===== config.mk =====
export PLATFORM = sky130hd
export DESIGN_NAME = lfu_cell
export DESIGN_NICKNAME = d
export VERILOG_FILES = /design/src/hdl/lfu_pkg.sv /design/src/hdl/lfu_cell.sv
export SDC_FILE = /design/constraint.sdc
export NUM_CORES = 1
export LEC_CHECK = 0
export BUFFER_PORTS_ARGS = -buffer_cell sky130_fd_sc_hd__buf_2
export CORE_AREA = 4 4 41 43
export DETAILED_ROUTE_END_ITERATION = 16
export DIE_AREA = 0 0 45 47
export GPL_TIMING_DRIVEN = 1
export SYNTH_ARGS = -nofsm -noshare
export SYNTH_HDL_FRONTEND = slang
export SYNTH_SLANG_ARGS = --single-unit

===== constraint.sdc =====
create_clock -name clk -period 2.1 [get_ports clk]
set_clock_uncertainty 0.15 [all_clocks]
set_input_delay 0.21 -clock clk [delete_from_list [all_inputs] [get_ports clk]]
set_output_delay 0.21 -clock clk [all_outputs]
set_load 0.02 [all_outputs]

===== src/hdl/lfu_pkg.sv =====
// ----------------------------------------------------------------------------
// lfu_pkg
// Shared codes and constants for the LFU store with LRU tiebreak.
// ----------------------------------------------------------------------------
package lfu_pkg;

  localparam int DATA_W = 32;
  localparam int CFG_W  = 5;

  localparam logic [DATA_W-1:0] MISS_VALUE = '1;
  localparam logic [DATA_W-1:0] CNT_MAX    = '1;

  localparam logic ACT_GET = 1'b0;
  localparam logic ACT_PUT = 1'b1;

  typedef enum logic [1:0] {
    ST_IDLE,
    ST_SCAN,
    ST_APPLY
  } fsm_t;

  typedef enum logic [1:0] {
    UPD_NONE,
    UPD_TOUCH,
    UPD_INSERT
  } upd_kind_t;

endpackage


===== src/hdl/lfu_cell.sv =====
// ----------------------------------------------------------------------------
// lfu_cell
// One table entry plus one stage of the scan chain.
// ----------------------------------------------------------------------------
module lfu_cell #(
  parameter int IDX      = 0,
  parameter int IW       = 4,
  parameter int OW       = 5,
  parameter int TW       = 8,
  parameter int UW       = 8
) (
  input  logic          clk,
  input  logic          rst,
  input  logic [TW-1:0] tok_in,
  output logic [TW-1:0] tok_out,
  input  logic [UW-1:0] upd_in
);
  import lfu_pkg::*;

  typedef struct packed {
    logic              vld;
    logic [DATA_W-1:0] key;
    logic              hit;
    logic [IW-1:0]     hit_idx;
    logic [DATA_W-1:0] hit_val;
    logic [IW-1:0]     hit_rank;
    logic [OW-1:0]     occ;
    logic              free_fnd;
    logic [IW-1:0]     free_idx;
    logic              best_fnd;
    logic [IW-1:0]     best_idx;
    logic [DATA_W-1:0] best_cnt;
    logic [IW-1:0]     best_rank;
    logic [DATA_W-1:0] best_key;
  } tok_t;

  typedef struct packed {
    upd_kind_t         kind;
    logic [IW-1:0]     slot;
    logic [IW-1:0]     rank;
    logic              wr_val;
    logic              evict;
    logic [DATA_W-1:0] key;
    logic [DATA_W-1:0] val;
  } upd_t;

  localparam logic [IW-1:0] MY_IDX = IW'(IDX);

  logic              valid;
  logic [DATA_W-1:0] key;
  logic [DATA_W-1:0] value;
  logic [DATA_W-1:0] cnt;
  logic [IW-1:0]     rank;

  tok_t ti, tn, tr;
  upd_t u;

  assign ti      = tok_t'(tok_in);
  assign u       = upd_t'(upd_in);
  assign tok_out = TW'(tr);

  // fold this entry into the passing token
  always_comb begin
    tn = ti;
    if (valid) begin
      tn.occ = ti.occ + OW'(1);
      if (key == ti.key && !ti.hit) begin
        tn.hit      = 1'b1;
        tn.hit_idx  = MY_IDX;
        tn.hit_val  = value;
        tn.hit_rank = rank;
      end
      if (!ti.best_fnd || cnt < ti.best_cnt ||
          (cnt == ti.best_cnt && rank > ti.best_rank)) begin
        tn.best_fnd  = 1'b1;
        tn.best_idx  = MY_IDX;
        tn.best_cnt  = cnt;
        tn.best_rank = rank;
        tn.best_key  = key;
      end
    end else if (!ti.free_fnd) begin
      tn.free_fnd = 1'b1;
      tn.free_idx = MY_IDX;
    end
  end

  always_ff @(posedge clk) begin
    if (rst) begin
      tr.vld <= 1'b0;
    end else begin
      tr <= tn;
    end
  end

  always_ff @(posedge clk) begin
    if (rst) begin
      valid <= 1'b0;
    end else begin
      unique case (u.kind)
        UPD_TOUCH: begin
          if (u.slot == MY_IDX) begin
            rank <= '0;
            if (cnt != CNT_MAX) cnt <= cnt + DATA_W'(1);
            if (u.wr_val) value <= u.val;
          end else if (valid && rank < u.rank) begin
            rank <= rank + IW'(1);
          end
        end
        UPD_INSERT: begin
          if (u.slot == MY_IDX) begin
            valid <= 1'b1;
            key   <= u.key;
            value <= u.val;
            cnt   <= DATA_W'(1);
            rank  <= '0;
          end else if (valid && !(u.evict && rank > u.rank)) begin
            // younger than the evicted entry, or no eviction: age by one
            rank <= rank + IW'(1);
          end
        end
        default: begin
        end
      endcase
    end
  end

endmodule


==> flow_metrics.env, run 1 <==
export IMPL_run_status="finished clean"
export IMPL_largest_register_ff_count=8
export IMPL_post_synth_main_area_contributors="sky130_fd_sc_hd__edfxtp_1, sky130_fd_sc_hd__inv_1"
export IMPL_synthesis_yosys_warnings=0
export IMPL_post_dr_vias_cell=3.58
export IMPL_yosysUniqueCellTypes=2
export IMPL_hp_start="rst"
export IMPL_n_multi_input_combinational_cell=0
export IMPL_setup_worst_path_start="tok_out[1]"
export IMPL_grt_pass1_wl_um=986
export IMPL_vdd_ir_drop_worst_mv=0.397
export IMPL_critPathLaunchType="register"
export IMPL_grt_antenna_before_repair=0
export IMPL_power_density_nw_per_um2=786
export IMPL_clkSlewWorstSetupHoldPaths_ps=50
export IMPL_syn_cell_area_um2=244
export IMPL_route_detailed_drc=0
export IMPL_synth_seq_cells=8
export IMPL_timing_max_cap_violations=0
export IMPL_globalRoute_totalOverflow=0
export IMPL_post_route_cells_drive_above_1_share_pct=54.1
export IMPL_grt_start_max_net_pins=9
export IMPL_ctsResizeCount=0
export IMPL_hold_viol=0
export IMPL_die_width_um=45
export IMPL_io_pin_count=26
export IMPL_hold_path_endpoint="tok_out[3]"
export IMPL_synth_top_area_share_pct=98.5
export IMPL_groute_usage_overall_pct=7.46
export IMPL_finish_instance_area_um2=450
export IMPL_compound_cell_area_share_of_the_yosys_netlist_pct=0
export IMPL_worstSetupEndpointType="primary output"
export IMPL_post_synth_xor_area_fraction_pct=0
export IMPL_cts_path_max_buffers=2
export IMPL_final_net_count=57
export IMPL_drt_iter0_drc=2
export IMPL_timing_final_setup_violations=0
export IMPL_synthSimpleGateAreaFrac_pct=0
export IMPL_rsz0062_at_grt="no"
export IMPL_gpl_final_weighted_congestion=0.637
export IMPL_syn_avg_cell_area_um2=27.1
export IMPL_die_area_um2=2120
export IMPL_critical_path_required_ps=1740
export IMPL_detailed_route_via_count=186
export IMPL_power_leakage_nw=0.198
export IMPL_holdPathStages=2
export IMPL_timing_final_crit_period_ps=1150
export IMPL_synth_adder_area_share_pct=0
export IMPL_detail_route_wl_per_cell_um=11.4
export IMPL_final_max_slew_viol_count=0
export IMPL_worstHoldPathType="primary input to register"
export IMPL_placeableCoreArea_um2=1300
export IMPL_timing_critical_path_fanout_max=1
export IMPL_detail_route_first_pass_iterations=2
export IMPL_vias_in_the_first_global_route=229
export IMPL_min_period_over_period_pct=54.6
export IMPL_detail_route_antenna_nets=0
export IMPL_mappedNetlistNets=27
export IMPL_multiInputGateArea_um2=0
export IMPL_cts_htree_levels=1
export IMPL_cts_inserted_buffers=3
export IMPL_postSynthCellCount=9
export IMPL_cp_top_family="flip-flops"
export IMPL_worst_slew_margin_rel_pct=81.3
export IMPL_max_stage_delay_ps=370
export IMPL_type_of_the_worst_setup_path="register to primary output"
export IMPL_tightestPinTransition_ps=281
export IMPL_final_common_cell="sky130_fd_sc_hd__buf_2"
export IMPL_totalWireLength_um=591
export IMPL_area_added_between_synthesis_and_finish_pct=84.6
export IMPL_crit_path_cell_trace="buf_2"
export IMPL_report_power_total_w=0.000354
export IMPL_critical_path_slowest_cell="sky130_fd_sc_hd__edfxtp_1"
export IMPL_synth_top_family_by_area="buffers and inverters"
export IMPL_synth_area_mux_share_pct=0
export IMPL_worst_endpoint_arrival_ps=790
export IMPL_die_h_um=47
export IMPL_clock_tree_from_tritoncts="built"
export IMPL_rows=13
export IMPL_worst_path_buf_inv=1
export IMPL_placed_cell_area_um2=348
export IMPL_antennaDiodeCount=0
export IMPL_mostFrequentLayoutCells="sky130_fd_sc_hd__buf_2, sky130_fd_sc_hd__dlygate4sd3_1, sky130_fd_sc_hd__edfxtp_1"
export IMPL_clkSinkCount=8
export IMPL_timing_setup_tns_ps=0
export IMPL_initial_utilization_pct=18.8
export IMPL_clock_root_buffer="sky130_fd_sc_hd__clkbuf_4"
export IMPL_synth_seq_area_share_pct=98.5
export IMPL_post_synth_top_area_cell="sky130_fd_sc_hd__edfxtp_1"
export IMPL_achievable_frequency_ghz=0.873
export IMPL_io_buffers=17
[area by class of cell]
class                 count  area, um^2
Fill cell               135         851
Clock buffer              3        22.5
Sequential cell           8         240
Timing Repair Buffer     25         165
Inverter                  1        3.75
Tap cell                 15        18.8
[synthesized netlist by cell type (all sizes together)]
cell / n
inv: 1
edfxtp: 8
[through the flow]
step / hold slack, ps / util (%) / std cells / setup WS (ps)
after floorplan: 159 / - / 9 / 1250
after global placement: 239 / 26.7 / 41 / 1100
after detailed placement: 238 / 26.7 / 41 / 1090
after CTS: 218 / 34.6 / 52 / 947
after global routing: 235 / 34.6 / 52 / 904
final: 219 / 34.6 / 52 / 954
[metal layers]
metal	vias up	global-route usage [%]	routed length, um
met1	74	8.57	230
met2	22	9.89	238
met5	-	0	0
met3	0	6.13	123
met4	0	3.51	0
li1	90	-	-
[where the power goes]
group	internal, W	switching [W]	total [W]
clock network	0.0000649	0.0000455	0.000110
logic	0.0000235	0.0000267	0.0000502
registers	0.000190	0.00000326	0.000194
total	0.000279	0.0000755	0.000354
[what timing repair did]
action	4_1_cts	5_1_grt
buffers inserted	0	0
hold buffers	8	0
endpoints found under the hold margin	8	0
[cell families after synthesis]
group,count (synthesis)
buffers and inverters,1
flip-flops,8
[how the worst max path moves through the flow]
stage	end	slack [ps]	cells past startpoint
after global routing	tok_out[7]	900	1
after CTS	tok_out[7]	950	1
final	tok_out[1]	950	1
after detailed placement	tok_out[6]	1090	2
after floorplan	tok_out[0]	1250	1
after global placement	tok_out[6]	1100	2
Note: power is estimated with default switching activity, not from simulation.
==> run 2, diff against run 1 <==
==> constraint.sdc (replaced) <==
create_clock -name clk -period 0.9 [get_ports clk]
set_clock_uncertainty 0.15 [all_clocks]
set_input_delay 0.09 -clock clk [delete_from_list [all_inputs] [get_ports clk]]
set_output_delay 0.09 -clock clk [all_outputs]
set_load 0.02 [all_outputs]
==> run 2 against run 1 <==
The flow now finishes with violations (negative setup slack). Final area up 9.7%. Sequential power up 140%. Combinational power rose to 2.9 times the previous value. Utilization up 3.4 points. Largest power group unchanged.
==> flow_metrics.env, run 2 (synthesis gave the netlist of run 1 again) <==
export IMPL_post_route_cells_drive_above_1_share_pct=54.1
export IMPL_placed_cell_area_um2=348
export IMPL_detail_route_wl_per_cell_um=11.1
export IMPL_worst_endpoint_arrival_ps=790
export IMPL_post_cts_setup_buffer_count=0
export IMPL_n_multi_input_combinational_cell=0
export IMPL_detail_route_antenna_nets=0
export IMPL_detailed_route_via_count=183
export IMPL_timing_critical_path_fanout_max=1
export IMPL_clkSinkCount=8
export IMPL_max_stage_delay_ps=400
export IMPL_timing_final_crit_period_ps=1030
export IMPL_cts_htree_levels=1
export IMPL_die_width_um=45
export IMPL_die_h_um=47
export IMPL_rsz0062_at_grt="yes"
export IMPL_critPathLaunchType="register"
export IMPL_min_period_over_period_pct=114
export IMPL_power_internal_w=0.000679
export IMPL_vias_in_the_first_global_route=236
export IMPL_cp_top_family="flip-flops"
export IMPL_clock_tree_from_tritoncts="built"
export IMPL_drt_iter0_drc=0
export IMPL_rows=13
export IMPL_cts_inserted_buffers=3
export IMPL_worstSetupPathDepth=1
export IMPL_sequentialPowerShare_pct=53.8
export IMPL_achievable_frequency_ghz=0.974
export IMPL_fin_hold_ws_ps=105
export IMPL_worstHoldPathType="primary input to register"
export IMPL_crit_path_cell_trace="buf_6"
export IMPL_placeableCoreArea_um2=1300
export IMPL_final_common_cell="sky130_fd_sc_hd__buf_2"
export IMPL_final_max_slew_viol_count=0
export IMPL_groute_usage_overall_pct=7.46
export IMPL_grt_start_max_net_pins=9
export IMPL_grt_pass1_wl_um=986
export IMPL_net_switching_power_w=0.000174
export IMPL_die_area_um2=2120
export IMPL_worstSetupEndpointType="primary output"
export IMPL_finish_instance_area_um2=494
export IMPL_timing_max_cap_violations=0
export IMPL_route_detailed_drc=0
export IMPL_detail_route_first_pass_iterations=1
export IMPL_switching_share_pct=20.4
export IMPL_violations="negative setup slack"
export IMPL_holdPathStages=2
export IMPL_run_status="finished, violations left"
export IMPL_grt_antenna_before_repair=0
export IMPL_clkSlewWorstSetupHoldPaths_ps=50
export IMPL_pwr_share_comb_pct=17.0
export IMPL_cts_path_max_buffers=2
export IMPL_io_pin_count=26
export IMPL_report_power_total_w=0.000853
export IMPL_multiInputGateArea_um2=0
export IMPL_timing_final_setup_violations=10
export IMPL_fillers=136
export IMPL_power_leakage_nw=0.213
export IMPL_critical_path_slowest_cell="sky130_fd_sc_hd__edfxtp_1"
export IMPL_totalWireLength_um=575
export IMPL_io_buffers=17
export IMPL_worst_path_buf_inv=1
export IMPL_vdd_ir_drop_worst_mv=0.806
export IMPL_pre_cts_ws_ps=12.2
export IMPL_worst_slew_margin_rel_pct=81.4
export IMPL_hold_viol=0
export IMPL_power_density_nw_per_um2=1730
export IMPL_antennaDiodeCount=0
export IMPL_tightestPinTransition_ps=278
export IMPL_gpl_final_weighted_congestion=0.637
export IMPL_critical_path_required_ps=660
export IMPL_final_net_count=57
export IMPL_type_of_the_worst_setup_path="register to primary output"
export IMPL_globalRoute_totalOverflow=0
export IMPL_area_added_between_synthesis_and_finish_pct=103
export IMPL_post_dr_vias_cell=3.52
export IMPL_clock_root_buffer="sky130_fd_sc_hd__clkbuf_4"
export IMPL_timing_final_ws_setup_ps=-127
export IMPL_mostFrequentLayoutCells="sky130_fd_sc_hd__buf_2, sky130_fd_sc_hd__dlygate4sd3_1, sky130_fd_sc_hd__edfxtp_1"
export IMPL_largest_register_ff_count=8
export IMPL_clockPowerShare_pct=29.3
export IMPL_initial_utilization_pct=18.8
[run 2: changes by cell type in the layout (fill, tap and decap cells not counted)]
cell	delta
sky130_fd_sc_hd__buf_2	-7
sky130_fd_sc_hd__buf_6	+7
[run 2: through the flow]
step | TNS, ps | utilization, % | std cells
6_report | -874 | 38.0 | 52
5_1_grt | -1250 | 38.0 | 52
4_1_cts | -938 | 35.1 | 52
3_5_place_dp | 0 | 26.7 | 41
3_3_place_gp | 0 | 26.7 | 41
2_1_floorplan | 0 | - | 9
[run 2: per-layer routing]
layer,share of wire [%],vias up,track usage [%]
li1,-,91,-
met1,39,72,8.57
met2,42,20,9.89
met3,19,0,6.13
met4,0,0,3.51
met5,0,-,0
[run 2: cell type report]
| cell class | instances | area (um^2) | share of cell area [%] |
|---|---|---|---|
| repair buffers | 25 | 209 | 42.3 |
| well taps | 15 | 18.8 | 3.80 |
| flip-flops and latches | 8 | 240 | 48.6 |
| clock buffers | 3 | 22.5 | 4.56 |
| inverters | 1 | 3.75 | 0.759 |
[run 2: power groups by stage]
stage,Combinational [W],Clock (W),Sequential (W)
6_report,0.000145,0.000249,0.000459
3_5_place_dp,0.0000908,0,0.000459
3_3_place_gp,0.0000905,0,0.000459
2_1_floorplan,0.00000529,0,0.000497
5_1_grt,0.000154,0.000304,0.000461
4_1_cts,0.000121,0.000262,0.000453
[run 2: worst paths after layout]
kind                  startpoint          to  slack [ps]
worst max-delay path  tok_out[1]  tok_out[1]        -130
worst min-delay path         rst  tok_out[3]         100
[run 2: timing repair]
action / 4_1_cts / 5_1_grt
pin swaps: 0 / 0
resized for setup: 2 / 12
endpoints found under the hold margin: 8 / 0
setup endpoints to repair: 8 / 8
hold buffers: 8 / 0
==> run 3, diff against run 2 <==
--- a/config.mk
+++ b/config.mk
@@ -7,6 +7,7 @@
 export LEC_CHECK = 0
 export BUFFER_PORTS_ARGS = -buffer_cell sky130_fd_sc_hd__buf_2
 export CORE_AREA = 4 4 41 43
+export CTS_BUF_LIST = sky130_fd_sc_hd__clkbuf_2
 export DETAILED_ROUTE_END_ITERATION = 16
 export DIE_AREA = 0 0 45 47
 export GPL_TIMING_DRIVEN = 1
==> constraint.sdc (replaced) <==
create_clock -name clk -period 1 [get_ports clk]
set_clock_uncertainty 0.15 [all_clocks]
set_input_delay 0.1 -clock clk [delete_from_list [all_inputs] [get_ports clk]]
set_output_delay 0.1 -clock clk [all_outputs]
set_load 0.02 [all_outputs]
==> run 3 against run 2 <==
The flow still finishes with violations (negative setup slack). Critical path depth did not move. Power fell by 16%. Worst hold slack improved by 23 ps. Critical path type unchanged. Largest cell class unchanged.
==> flow_metrics.env, run 3 (synthesis gave the netlist of run 1 again) <==
export IMPL_worstHoldPathType="primary input to register"
export IMPL_clock_root_buffer="sky130_fd_sc_hd__clkbuf_2"
export IMPL_final_max_slew_viol_count=0
export IMPL_post_route_cells_drive_above_1_share_pct=54.1
export IMPL_hold_viol=0
export IMPL_detail_route_antenna_nets=0
export IMPL_cts_htree_levels=1
export IMPL_timing_final_setup_violations=6
export IMPL_rows=13
export IMPL_power_density_nw_per_um2=1480
export IMPL_die_area_um2=2120
export IMPL_max_stage_delay_ps=400
export IMPL_detailed_route_via_count=188
export IMPL_gpl_final_weighted_congestion=0.637
export IMPL_timing_final_ws_setup_ps=-25.8
export IMPL_power_leakage_nw=0.211
export IMPL_final_net_count=57
export IMPL_largest_register_ff_count=8
export IMPL_cts_inserted_buffers=3
export IMPL_min_period_over_period_pct=103
export IMPL_antennaDiodeCount=0
export IMPL_run_status="finished, violations left"
export IMPL_worst_path_buf_inv=1
export IMPL_multiInputGateArea_um2=0
export IMPL_achievable_frequency_ghz=0.975
export IMPL_grt_pass1_wl_um=993
export IMPL_grt_antenna_before_repair=0
export IMPL_clkSinkCount=8
export IMPL_initial_utilization_pct=18.8
export IMPL_seq_area_um2=240
export IMPL_detail_route_first_pass_iterations=3
export IMPL_worst_endpoint_arrival_ps=780
export IMPL_timing_critical_path_fanout_max=1
export IMPL_crit_path_cell_trace="buf_6"
export IMPL_critical_path_required_ps=750
export IMPL_vdd_ir_drop_worst_mv=0.771
export IMPL_tightestPinTransition_ps=281
export IMPL_number_of_standard_cells_in_the_final_layout_excluding_fillers=52
export IMPL_post_dr_vias_cell=3.62
export IMPL_timing_max_cap_violations=0
export IMPL_clock_tree_from_tritoncts="built"
export IMPL_rsz0062_at_grt="yes"
export IMPL_clkSlewWorstSetupHoldPaths_ps=70
export IMPL_groute_usage_overall_pct=7.70
export IMPL_n_multi_input_combinational_cell=0
export IMPL_detail_route_wl_per_cell_um=11.5
export IMPL_placed_cell_count=41
export IMPL_violations="negative setup slack"
export IMPL_worstSetupEndpointType="primary output"
export IMPL_critPathLaunchType="register"
export IMPL_die_h_um=47
export IMPL_type_of_the_worst_setup_path="register to primary output"
export IMPL_placeableCoreArea_um2=1300
export IMPL_io_buffers=17
export IMPL_io_pin_count=26
export IMPL_worst_slew_margin_rel_pct=81.3
export IMPL_area_added_between_synthesis_and_finish_pct=99.5
export IMPL_timing_final_crit_period_ps=1030
export IMPL_mostFrequentLayoutCells="sky130_fd_sc_hd__buf_2, sky130_fd_sc_hd__dlygate4sd3_1, sky130_fd_sc_hd__edfxtp_1"
export IMPL_route_detailed_drc=0
export IMPL_grt_start_max_net_pins=9
export IMPL_cts_path_max_buffers=2
export IMPL_cp_top_family="flip-flops"
export IMPL_fillers=136
export IMPL_drt_iter0_drc=1
export IMPL_totalWireLength_um=596
export IMPL_timing_setup_tns_ps=-86.0
export IMPL_globalRoute_totalOverflow=0
export IMPL_die_width_um=45
export IMPL_vias_in_the_first_global_route=233
export IMPL_critical_path_slowest_cell="sky130_fd_sc_hd__edfxtp_1"
export IMPL_final_common_cell="sky130_fd_sc_hd__buf_2"
==> run 3: path summary, 6_finish.rpt <==
check	cells past startpoint	slack, ps	endpoint	start
worst max-delay path	1	-30	tok_out[1]	tok_out[1]
worst min-delay path	2	130	tok_out[3]	rst
==> run 3: stage by stage <==
stage | hold slack [ps] | instance area [um^2] | util (%) | setup WS, ps | total power, W
6_report | 128 | 487 | 37.4 | -25.8 | 0.000720
3_3_place_gp | 129 | 348 | 26.7 | 113 | 0.000494
3_5_place_dp | 128 | 348 | 26.7 | 102 | 0.000495
5_1_grt | 127 | 487 | 37.4 | -87.1 | 0.000772
2_1_floorplan | 48.9 | 244 | - | 256 | 0.000452
4_1_cts | 118 | 449 | 34.5 | -33.5 | 0.000699
==> run 3: area by class of cell <==
type	instances	area share (%)
sequential	8	49.4
clock buffer	3	3.08
timing repair buffer	25	42.9
inverter	1	0.771
tap	15	3.86
==> run 3: layer usage <==
metal  vias to the layer above  GRT usage (%)  routed length [um]
met1                        75           8.57                 228
met3                         2           6.13                 110
met2                        21           9.89                 250
li1                         90              -                   -
met4                         0           5.26                   7
met5                         -              0                   0
==> run 3: repair_timing <==
| action | CTS | global route |
|---|---|---|
| endpoints found under the hold margin | 8 | 0 |
| setup buffers | 0 | 0 |
| gates resized for setup | 2 | 12 |
| pin swaps | 0 | 0 |
| setup endpoints to repair | 8 | 8 |
| hold buffers | 8 | 0 |
==> run 3: power by group <==
group	switching, W	internal (W)	total (W)	leakage, nW
sequential	0.0000124	0.000399	0.000412	0.0783
clock	0.0000959	0.0000815	0.000177	0.0125
combinational	0.0000558	0.0000746	0.000130	0.120
total	0.000164	0.000555	0.000720	0.211
